**src/rtl/mmq_pkg.sv**
```systemverilog
package mmq_pkg;

  // defaults for the top-level parameters
  localparam int MAX_SAMPLES_DEF  = 64;
  localparam int SAMPLE_WIDTH_DEF = 32;

  // fixed field widths
  localparam int ZONE_W  = 6;
  localparam int LEVEL_W = 16;
  localparam int EXP_W   = 5;
  // quotient holds up to 2^16 before the clamp
  localparam int QUOT_W  = LEVEL_W + 1;

  localparam logic [EXP_W-1:0] EXP_MIN   = EXP_W'(1);
  localparam logic [EXP_W-1:0] EXP_MAX   = EXP_W'(16);
  localparam logic [EXP_W-1:0] EXP_RESET = EXP_W'(4);

endpackage

```
**src/rtl/mmq_store.sv**
```systemverilog
module mmq_store #(
  parameter int DEPTH = 64,
  parameter int WIDTH = 32
) (
  input  logic                     clk,
  input  logic                     we,
  input  logic [$clog2(DEPTH)-1:0] waddr,
  input  logic [WIDTH-1:0]         wdata,
  input  logic [$clog2(DEPTH)-1:0] raddr,
  output logic [WIDTH-1:0]         rdata
);

  logic [WIDTH-1:0] mem [DEPTH];

  always_ff @(posedge clk) begin
    if (we) begin
      mem[waddr] <= wdata;
    end
  end

  always_ff @(posedge clk) begin
    rdata <= mem[raddr];
  end

endmodule

```
**src/rtl/mmq_div.sv**
```systemverilog
// Restoring divider, one quotient bit per cycle: floor(d * 2^e / r), d <= r,
// clamped to 2^e - 1.
module mmq_div #(
  parameter int WIDTH = 32
) (
  input  logic                         clk,
  input  logic                         rst,
  input  logic                         start,
  input  logic [WIDTH-1:0]             dividend,
  input  logic [WIDTH-1:0]             divisor,
  input  logic [mmq_pkg::EXP_W-1:0]    exp_eff,
  output logic                         done,
  output logic [mmq_pkg::LEVEL_W-1:0]  level
);
  import mmq_pkg::*;

  logic [WIDTH-1:0]  rem;
  logic [QUOT_W-1:0] quot;
  logic [EXP_W-1:0]  cnt;
  logic              busy;
  logic [WIDTH:0]    rem2;
  logic              ge;
  logic              ge0;
  logic [QUOT_W-1:0] nmax;

  always_comb begin
    rem2 = {rem, 1'b0};
    ge   = rem2 >= {1'b0, divisor};
    ge0  = dividend >= divisor;
    nmax = (QUOT_W'(1) << exp_eff) - QUOT_W'(1);
    level = (quot > nmax) ? nmax[LEVEL_W-1:0] : quot[LEVEL_W-1:0];
  end

  always_ff @(posedge clk) begin
    if (rst) begin
      busy <= 1'b0;
      done <= 1'b0;
      cnt  <= '0;
    end else begin
      done <= !start && busy && (cnt == '0);
      if (start) begin
        busy <= 1'b1;
        cnt  <= exp_eff;
      end else if (busy) begin
        if (cnt == '0) begin
          busy <= 1'b0;
        end else begin
          cnt <= cnt - EXP_W'(1);
        end
      end
    end
  end

  always_ff @(posedge clk) begin
    if (start) begin
      quot <= QUOT_W'(ge0);
      rem  <= ge0 ? dividend - divisor : dividend;
    end else if (busy && cnt != '0) begin
      quot <= {quot[QUOT_W-2:0], ge};
      rem  <= ge ? WIDTH'(rem2 - {1'b0, divisor}) : rem2[WIDTH-1:0];
    end
  end

endmodule

```
**src/rtl/mmq_mid.sv**
```systemverilog
// Shift-add multiplier, LSB first: floor(r * (2k+1) / 2^(e+1)).
// 2k+1 has at most e+1 bits, so after e+1 steps the high part is the result.
module mmq_mid #(
  parameter int WIDTH = 32
) (
  input  logic                        clk,
  input  logic                        rst,
  input  logic                        start,
  input  logic [WIDTH-1:0]            span,
  input  logic [mmq_pkg::LEVEL_W-1:0] level,
  input  logic [mmq_pkg::EXP_W-1:0]   exp_eff,
  output logic                        done,
  output logic [WIDTH-1:0]            offset
);
  import mmq_pkg::*;

  logic [QUOT_W-1:0] odd;
  logic [EXP_W-1:0]  cnt;
  logic              busy;
  logic [WIDTH:0]    sum;

  assign sum = {1'b0, offset} + (odd[0] ? {1'b0, span} : '0);

  always_ff @(posedge clk) begin
    if (rst) begin
      busy <= 1'b0;
      done <= 1'b0;
      cnt  <= '0;
    end else begin
      done <= !start && busy && (cnt == '0);
      if (start) begin
        busy <= 1'b1;
        cnt  <= exp_eff + EXP_W'(1);
      end else if (busy) begin
        if (cnt == '0) begin
          busy <= 1'b0;
        end else begin
          cnt <= cnt - EXP_W'(1);
        end
      end
    end
  end

  always_ff @(posedge clk) begin
    if (start) begin
      odd    <= {level, 1'b1};
      offset <= '0;
    end else if (busy && cnt != '0) begin
      odd    <= odd >> 1;
      offset <= sum[WIDTH:1];
    end
  end

endmodule

```
**src/rtl/minmax_uniform_level_quantizer.sv**
```systemverilog
// Load: one sample item per cycle, min/max tracked on the fly; input stalls while emitting.
// Emission, per result in order: read, setup, start, the serial divider, the mid-value
//   multiplier and output (e = clamped exponent, 1..16).
// Zero range skips divider and multiplier. Output stalls hold the sequencer in the output state.
// Reset (rst, synchronous): empty set, min = max = 0, exponent = 4.
module minmax_uniform_level_quantizer #(
  parameter int MAX_SAMPLES  = mmq_pkg::MAX_SAMPLES_DEF,
  parameter int SAMPLE_WIDTH = mmq_pkg::SAMPLE_WIDTH_DEF
) (
  input  logic                                clk,
  input  logic                                rst,
  // configuration
  input  logic                                level_exponent_we,
  input  logic [mmq_pkg::EXP_W-1:0]           level_exponent,
  // sample channel
  input  logic                                in_valid,
  output logic                                in_stall,
  input  logic signed [SAMPLE_WIDTH-1:0]      sample_value,
  input  logic                                last_sample,
  // result channel
  output logic                                out_valid,
  input  logic                                out_stall,
  output logic [mmq_pkg::ZONE_W-1:0]          zone_index,
  output logic signed [SAMPLE_WIDTH-1:0]      echoed_value,
  output logic [mmq_pkg::LEVEL_W-1:0]         level_index,
  output logic signed [SAMPLE_WIDTH-1:0]      level_value,
  output logic                                last_result
);
  import mmq_pkg::*;

  localparam int W  = SAMPLE_WIDTH;
  localparam int AW = $clog2(MAX_SAMPLES);
  localparam int CW = $clog2(MAX_SAMPLES + 1);

  // sequencer states
  localparam logic [2:0] ST_LOAD  = 3'd0;  // taking samples
  localparam logic [2:0] ST_READ  = 3'd1;  // store read issued
  localparam logic [2:0] ST_SETUP = 3'd2;  // read data back, form x - min
  localparam logic [2:0] ST_START = 3'd3;  // kick divider or take zero-range path
  localparam logic [2:0] ST_DIV   = 3'd4;
  localparam logic [2:0] ST_MID   = 3'd5;
  localparam logic [2:0] ST_OUT   = 3'd6;  // wait for a free output register

  logic [2:0]          state;
  logic [EXP_W-1:0]    exponent;   // config register
  logic [EXP_W-1:0]    exp_run;    // clamped exponent for the current run
  logic [EXP_W-1:0]    exp_eff;
  logic [CW-1:0]       count;
  logic [AW-1:0]       idx;
  logic signed [W-1:0] run_min;
  logic signed [W-1:0] run_max;
  logic [W-1:0]        span;
  logic signed [W-1:0] cur_val;
  logic [W-1:0]        diff;
  logic [LEVEL_W-1:0]  cur_level;
  logic signed [W-1:0] cur_lv;

  logic                in_take;
  logic                store_we;
  logic                out_free;
  logic                is_last;
  logic [W-1:0]        rd_data;
  logic                div_start;
  logic                div_done;
  logic [LEVEL_W-1:0]  div_level;
  logic                mid_start;
  logic                mid_done;
  logic [W-1:0]        mid_offset;

  assign in_stall  = (state != ST_LOAD);
  assign in_take   = in_valid && !in_stall;
  assign store_we  = in_take && (count < CW'(MAX_SAMPLES));
  assign out_free  = !out_valid || !out_stall;
  assign is_last   = (CW'(idx) + CW'(1)) == count;
  assign div_start = (state == ST_START) && (span != '0);
  assign mid_start = (state == ST_DIV) && div_done;

  always_comb begin
    if (exponent < EXP_MIN) begin
      exp_eff = EXP_MIN;
    end else if (exponent > EXP_MAX) begin
      exp_eff = EXP_MAX;
    end else begin
      exp_eff = exponent;
    end
  end

  always_ff @(posedge clk) begin
    if (rst) begin
      exponent <= EXP_RESET;
    end else if (level_exponent_we) begin
      exponent <= level_exponent;
    end
  end

  // sequencer and control state
  always_ff @(posedge clk) begin
    if (rst) begin
      state     <= ST_LOAD;
      count     <= '0;
      idx       <= '0;
      run_min   <= '0;
      run_max   <= '0;
      out_valid <= 1'b0;
      exp_run   <= EXP_RESET;
    end else begin
      // output register: refilled when free, else dropped once taken
      if (state == ST_OUT && out_free) begin
        out_valid <= 1'b1;
      end else if (out_valid && !out_stall) begin
        out_valid <= 1'b0;
      end
      unique case (state)
        ST_LOAD: begin
          if (in_take) begin
            if (store_we) begin
              // first item of a set seeds both extremes
              if (count == '0) begin
                run_min <= sample_value;
                run_max <= sample_value;
              end else begin
                if (sample_value < run_min) run_min <= sample_value;
                if (sample_value > run_max) run_max <= sample_value;
              end
              count <= count + CW'(1);
            end
            if (last_sample) begin
              exp_run <= exp_eff;
              idx     <= '0;
              state   <= ST_READ;
            end
          end
        end
        ST_READ:  state <= ST_SETUP;
        ST_SETUP: state <= ST_START;
        ST_START: state <= (span != '0) ? ST_DIV : ST_OUT;
        ST_DIV: begin
          if (div_done) state <= ST_MID;
        end
        ST_MID: begin
          if (mid_done) state <= ST_OUT;
        end
        ST_OUT: begin
          if (out_free) begin
            if (is_last) begin
              count <= '0;
              state <= ST_LOAD;
            end else begin
              idx   <= idx + AW'(1);
              state <= ST_READ;
            end
          end
        end
        default: state <= ST_LOAD;
      endcase
    end
  end

  // datapath registers
  always_ff @(posedge clk) begin
    if (state == ST_READ) begin
      span <= W'(run_max - run_min);
    end
    if (state == ST_SETUP) begin
      cur_val <= rd_data;
      diff    <= W'(rd_data - run_min);
    end
    if (state == ST_START && span == '0) begin
      // zero range: every sample sits in level 0 at the minimum
      cur_level <= '0;
      cur_lv    <= run_min;
    end
    if (mid_start) begin
      cur_level <= div_level;
    end
    if (state == ST_MID && mid_done) begin
      cur_lv <= W'(run_min + mid_offset);
    end
    if (state == ST_OUT && out_free) begin
      zone_index   <= ZONE_W'(idx);
      echoed_value <= cur_val;
      level_index  <= cur_level;
      level_value  <= cur_lv;
      last_result  <= is_last;
    end
  end

  mmq_store #(
    .DEPTH (MAX_SAMPLES),
    .WIDTH (W)
  ) u_store (
    .clk   (clk),
    .we    (store_we),
    .waddr (count[AW-1:0]),
    .wdata (sample_value),
    .raddr (idx),
    .rdata (rd_data)
  );

  mmq_div #(
    .WIDTH (W)
  ) u_div (
    .clk      (clk),
    .rst      (rst),
    .start    (div_start),
    .dividend (diff),
    .divisor  (span),
    .exp_eff  (exp_run),
    .done     (div_done),
    .level    (div_level)
  );

  mmq_mid #(
    .WIDTH (W)
  ) u_mid (
    .clk     (clk),
    .rst     (rst),
    .start   (mid_start),
    .span    (span),
    .level   (div_level),
    .exp_eff (exp_run),
    .done    (mid_done),
    .offset  (mid_offset)
  );

endmodule

```
**config.mk**
```make
export PLATFORM = sky130hd
export DESIGN_NAME = minmax_uniform_level_quantizer
export DESIGN_NICKNAME = d
export VERILOG_FILES = /design/src/rtl/mmq_pkg.sv /design/src/rtl/mmq_store.sv /design/src/rtl/mmq_div.sv /design/src/rtl/mmq_mid.sv /design/src/rtl/minmax_uniform_level_quantizer.sv
export SDC_FILE = /design/constraint.sdc
export NUM_CORES = 2
export LEC_CHECK = 0
export CAP_MARGIN = 20
export CORE_MARGIN = 2
export CORE_UTILIZATION = 35
export CTS_BUF_LIST = sky130_fd_sc_hd__clkbuf_16
export DETAILED_ROUTE_END_ITERATION = 10
export DONT_BUFFER_PORTS = 1
export PLACE_DENSITY = 0.55
export SLEW_MARGIN = 20
export SYNTH_ARGS = -nofsm -noshare
export SYNTH_HDL_FRONTEND = slang
export SYNTH_SLANG_ARGS = --single-unit
export TNS_END_PERCENT = 50
```
**constraint.sdc**
```tcl
create_clock -name clk -period 7.2 [get_ports clk]
set_clock_uncertainty 0.2 [all_clocks]
set_input_delay 1.08 -clock clk [delete_from_list [all_inputs] [get_ports clk]]
set_output_delay 1.08 -clock clk [all_outputs]
set_load 0.03 [all_outputs]
```
### Word level (Yosys, flattened, before mapping)

Memories as Yosys holds them, arrays and structs flattened. A register that Yosys moved wholly into a read port is not among the register bits.
Index checks and enable logic that the tools add are counted.

| cells by class | value |
|---|---|
| add/subtract/negate cells | 13 |
| order comparisons | 8 |
| equal/unequal tests | 17 |
| shift operators | 1 |
| mux-type cells | 54 |
| reduce and logical (&&, ||, !) cells | 47 |

Operator list:

| kind | count |
|---|---|
| two-way mux 32 bit | 11 |
| subtractor 32 bit | 4 |
| two-way mux 16 bit | 3 |
| two-way mux 5 bit | 8 |
| two-way mux 17 bit | 2 |
| adder 32 x 33 -> 33 bit | 1 |
| greater-or-equal comparator 33 x 32 -> 1 bit | 1 |
| adder 32 bit | 1 |
| greater-or-equal comparator 32 bit | 1 |
| greater-than comparator 32 bit | 1 |
| zero test 32 bit | 1 |
| < comparator 32 bit | 1 |
| nonzero test 32 bit | 1 |
| two-way mux 7 bit | 4 |
| two-way mux 6 bit | 4 |
| one-hot mux 3 bit (7 select lines) | 1 |
| nonzero test 2 bit | 10 |
| greater-than comparator 17 bit | 1 |
| << shifter 1 x 5 -> 17 bit (first input constant) | 1 |
| subtractor 17 x 2 -> 17 bit (second input constant) | 1 |
| two-way mux 3 bit | 5 |
| AND reduction 5 bit | 3 |
| logical AND 1 bit | 14 |
| one-hot mux 7 bit (2 select lines) | 1 |
| 27 further kinds | 59 |

| storage, ports and cells | value |
|---|---|
| flip-flop bits (word level) | 434 |
| memory bits (writable) | 2048 |
| input port bits | 43 |
| output and inout bits | 89 |
| word-level logic and storage cells | 171 |
| memories kept | 1 |

Memories:

| name | depth | bits a word | read ports | clocked after memory_dff | write ports | line | text |
|---|---|---|---|---|---|---|---|
| u_store.mem | 64 | 32 | 1 | 1 | 1 | mmq_store.sv:13 | `logic [WIDTH-1:0] mem [DEPTH];` |

### Logic depth before layout (Yosys ltp)

| depth | value |
|---|---|
| word-level depth | 7 |
| gate-level depth with buffers | 21 |
| mapped depth without buffers | 18 |

### Cells and area by module

A second synthesis with hierarchy kept.

| second synthesis, totals | value |
|---|---|
| cell total of the unflattened synthesis | 6417 |
| area, all modules | 107261.6 sq um |

By module, submodules not included:

| module | times used | cells each | area an instance (sq um) | sequential area each (sq um) |
|---|---|---|---|---|
| mmq_store | 1 | 3324 | 78512.8 | 62139.6 |
| minmax_uniform_level_quantizer | 1 | 1569 | 17256.6 | 8758.4 |
| mmq_div | 1 | 1004 | 7403.4 | 1451.4 |
| mmq_mid | 1 | 520 | 4088.9 | 1281.2 |

### Worst setup path before layout

No wires, ideal clock.

| timing path | value |
|---|---|
| kind | input-to-reg |
| start | input port out_stall |
| end | register idx[4] |
| library setup time | 0.070 ns |
| arrival time | 6.781 ns |
| required time | 6.930 ns |
| path slack | 0.149 ns |
| stages on the path | 4 |
| path buffers | 0 |
| cells stage by stage | a21oi_1 > nand2b_1 > or3_1 > a21oi_1 |

| between the ends | value |
|---|---|
| word-level cells in the longest chain between the ends | 4 |

RTL lines:

| what | line | text |
|---|---|---|
| start: declaration | minmax_uniform_level_quantizer.sv:22 | `input logic out_stall,` |
| zero test 1 bit | minmax_uniform_level_quantizer.sv:73 | `assign out_free = !out_valid \|\| !out_stall;` |
| logical OR 1 bit | minmax_uniform_level_quantizer.sv:73 |  |
| inequality test 2 bit (no source line) | -- |  |
| AND reduction 5 bit (no source line) | -- |  |
| end signal: assignment | minmax_uniform_level_quantizer.sv:149 | `idx <= idx + AW'(1);` |
| end: declaration | minmax_uniform_level_quantizer.sv:49 | `logic [AW-1:0] idx;` |

Every way passes these cells.
A chain may end at the register's enable or synchronous reset.

### Worst setup path in the final report

| timing path | value |
|---|---|
| start | register exp_run[0] |
| end | register u_mid.odd[13], data pin |

| between the ends | value |
|---|---|
| word-level cells in the longest chain between the ends | 5 |

RTL lines:

| what | line | text |
|---|---|---|
| start: declaration | minmax_uniform_level_quantizer.sv:46 | `logic [EXP_W-1:0] exp_run;` |
| start signal: assignment | minmax_uniform_level_quantizer.sv:128 | `exp_run <= exp_eff;` |
| << shifter 1 x 5 -> 17 bit (*) | mmq_div.sv:30 | `nmax = (QUOT_W'(1) << exp_eff) - QUOT_W'(1);` |
| subtractor 17 x 2 -> 17 bit (*) | mmq_div.sv:30 |  |
| greater-than comparator 17 bit | mmq_div.sv:31 | `level = (quot > nmax) ? nmax[LEVEL_W-1:0] : quot[LEVEL_W-1:0];` |
| two-way mux 16 bit (*) | mmq_div.sv:31 |  |
| two-way mux 17 bit (*) | mmq_mid.sv:45 | `if (start) begin` |
| end signal: assignment | mmq_mid.sv:46 | `odd <= {level, 1'b1};` |
| end signal: assignment | mmq_mid.sv:49 | `odd <= odd >> 1;` |
| end: declaration | mmq_mid.sv:17 | `logic [QUOT_W-1:0] odd;` |

Every way passes the cells marked *; elsewhere a longest branch is shown, timed or not.

==> impl_metrics.json <==
{
  "die_w_um": 555.2,
  "root_buffer": "clkbuf_16",
  "place_hpwl_mm": 189.8,
  "ir_drop_mv": 0.1909,
  "clk_path_buf_depth": 4,
  "ys_types": 89,
  "die_area_sq_mm": 0.3083,
  "grt_max_degree": 148,
  "clk_pin_slew_ns": 0.06,
  "drv_cap": 0,
  "synth.avg_cell_area_sq_um": 17.95,
  "muxShareOfSynthArea_pct": 15.19,
  "io_pins": 132,
  "core-area_sq_mm": 0.3025,
  "start_util_pct": 35.15,
  "criticalPathCategory": "flip-flop to flip-flop",
  "endpoint_kind": "flip-flop",
  "clock-sinks": 2514,
  "worst_path_largest_cell_delay_ns": 0.47,
  "timing.final.crit_share_pct": 71.49,
  "outcome": "finished clean",
  "setup_viol_count_final": 0,
  "final_max_slew_viol_count": 0,
  "route.detailed.wl_per_inst_um": 28.98,
  "drtPass1Iterations": 6,
  "core.rowCount": 202,
  "synth_cells": 5925,
  "cts_made_buffers": 273,
  "power_w": 0.03511,
  "antenna_found_initial": 22,
  "ctsResizeCount": 0,
  "hold_buffers": 0,
  "synth_edf_count": 2328,
  "final_hold_viol_count": 0,
  "fin_nets": 6394,
  "synth_warnings": 0,
  "synth-xor-area-share_pct": 1.507,
  "htree_levels": 5,
  "arrival_ns": 5.50,
  "worst_slew_pin_slew_ns": 1.124,
  "dieHeight_um": 555.2,
  "largest-register": "u_store.mem",
  "drt_wl_total_mm": 297.1,
  "crit_slowest_cell": "a2111oi_0",
  "timing.fmax_ghz": 0.1943,
  "holdCritPathClass": "input port to flip-flop",
  "port_buffers": 0,
  "holdWs_ns": 0.1265,
  "clk_latency_ns": 0.85,
  "grtUsageTotal_pct": 19.00,
  "synthFlopType": "edfxtp_1",
  "rsz0062_at_grt": "no",
  "synth_compound_area_share_pct": 4.938,
  "drive_above_1_share_pct": 20.40,
  "min_period_ns": 5.147,
  "final-seq-area_sq_mm": 0.07365,
  "grt_pass1_vias": 55893,
  "finalSetupTns_ns": 0,
  "seq_area_frac_synth_pct": 69.23,
  "cts_tree": "built",
  "async_flop_share_pct": 0,
  "synthToLayoutAreaGrowth_pct": 13.92,
  "start_kind": "flip-flop",
  "gp_congestion": 0.8795,
  "drtAntennaViolNets": 0,
  "n_fill_cell": 26911,
  "post_cts_buffers": 0,
  "synth_top_family_by_area": "multiplexers",
  "via_per_inst": 5.499,
  "ys_ff_latch": 2514,
  "largest_reg_flops": 2048,
  "crit_chain": "inv_1 > ha_1 > or2_2 > a2111oi_0 > o21ai_1 > xor2_1 > ha_1 > and3_1 > a221oi_1 > o21ai_0 > a221oi_1 > o21ai_0 > o31ai_2 > buf_4 > nor2_1 > o21a_1 > a21o_1",
  "crit_required_ns": 7.55,
  "leakage_nw": 39.06,
  "multi_input_area_sq_mm": 0.03160,
  "syn-num-nets": 6255,
  "vias": 56380,
  "route.detailed.drc": 0,
  "powerDensity_mw_per_mm2": 289.8,
  "dpl_worst_slack_ns": 2.138,
  "grt_pass1_wl_mm": 421.5,
  "overflow": 0,
  "drt_iter0_markers": 6255,
  "synthSimpleGateAreaFrac_pct": 4.145,
  "setup_slack_ns": 2.053,
  "worstPathMaxFanout": 19,
  "synthAdderAreaFrac_pct": 3.419,
  "netlist_area_sq_mm": 0.1064,
  "slew_headroom_pct": 25.09
}
-- synth_stat cells (16+ instances only) --
cell type | instances | area (sq um)
nand3_1 | 55 | 275.3
and2_1 | 52 | 325.3
nor3_1 | 44 | 220.2
mux4_2 | 665 | 14980
nor2b_1 | 41 | 256.5
xnor2_1 | 113 | 989.7
inv_1 | 169 | 634.4
buf_1 | 55 | 206.5
nor2_1 | 321 | 1205
mux2i_1 | 108 | 1081
a211oi_1 | 50 | 375.4
xor2_1 | 70 | 613.1
dfxtp_1 | 186 | 3724
nand4_1 | 32 | 200.2
clkbuf_1 | 181 | 679.4
nand2_1 | 225 | 844.6
edfxtp_1 | 2328 | 69910
and3_1 | 27 | 168.9
nor4_1 | 20 | 125.1
or2_2 | 16 | 100.1
o21bai_1 | 18 | 135.1
o21a_1 | 34 | 255.2
a21o_1 | 133 | 998.5
a21oi_1 | 257 | 1286
nand2b_1 | 41 | 256.5
o21ai_0 | 126 | 630.6
ha_1 | 281 | 3516
-- logic make-up (layout without fill, tap and decap cells) --
family	Yosys count	after routing
mux	782	782
simple gates	930	930
other cells	0	9
flops	2514	2514
buf+inv	427	767
xor+xnor	183	183
fa+ha+maj	287	287
compound gates	802	802
-- power by group --
group	switching, W	total [W]	internal (W)
Sequential	0.000495	0.0170	0.0165
Combinational	0.00271	0.00457	0.00186
Clock	0.00570	0.0136	0.00787
Total	0.00890	0.0351	0.0262
-- metrics by stage --
step | util [%] | instance area (sq um) | cells
after floorplan | - | 106400 | 5925
after global placement | 36.85 | 111500 | 9720
after detailed placement | 37.18 | 112500 | 9763
after CTS | 40.02 | 121100 | 10239
after global routing | 40.04 | 121100 | 10244
final | 40.05 | 121200 | 10252
-- critical path, delay by kind of cell (launching register included) --
kind / cells / cell delay, ns
compound gates: 9 / 2.25
simple gates: 3 / 0.66
fa+ha+maj: 2 / 0.61
buf+inv: 2 / 0.47
flops: 1 / 0.41
xor+xnor: 1 / 0.31
-- cell usage in the layout, fill, tap and decap left out, types with 13 or more instances in the layout --
cell          n
dfxtp_1     180
nand2b_1     41
o21ai_0     125
a211o_1      13
a21oi_1     256
buf_4        69
mux4_2      665
nor2_4       65
xor2_1       70
nand4_1      32
o21bai_1     18
a31oi_1      13
mux2i_1     108
and2_1       51
clkbuf_16   281
nor4_1       20
ha_1        281
buf_16       16
nor2_1      253
edfxtp_1   2328
bufinv_16    22
nor3_1       44
or3_1        15
and3_1       27
nor2b_1      41
nand2_1     224
buf_12       36
inv_1       228
or2_2        16
clkinv_1     56
nand3_1      54
a21o_1      133
xnor2_1     113
a211oi_1     50
o21a_1       32
clkinv_2     31
-- area by class of cell --
class	instances	share of cell area [%]
diodes	9	0.01859
multi-input cells	2984	26.08
repair buffers	121	1.386
clock buffers	281	5.804
inverters	170	0.5267
well taps	3978	4.108
clock inverters	195	1.288
flip-flops and latches	2514	60.79
-- per-layer routing --
| layer | GRT usage [%] | vias to the layer above | part of all wire (%) |
|---|---|---|---|
| met1 | 27.50 | 29788 | 44 |
| li1 | - | 24202 | - |
| met4 | 4.966 | 0 | 2.6 |
| met3 | 2.444 | 374 | 6.3 |
| met2 | 30.20 | 2016 | 47 |
| met5 | 0 | - | 0 |
-- worst paths after layout --
path	from	endpoint	slack, ns	depth (start not counted)
max	exp_run[0]	u_mid.odd[13]	2.05	17
min	sample_value[5]	u_store.mem[40][5]	0.13	0
max reg2reg	exp_run[0]	u_mid.odd[13]	2.05	17
min reg2reg	cur_level[3]	level_index[3]	0.22	0
(Power assumes the default switching activity.)
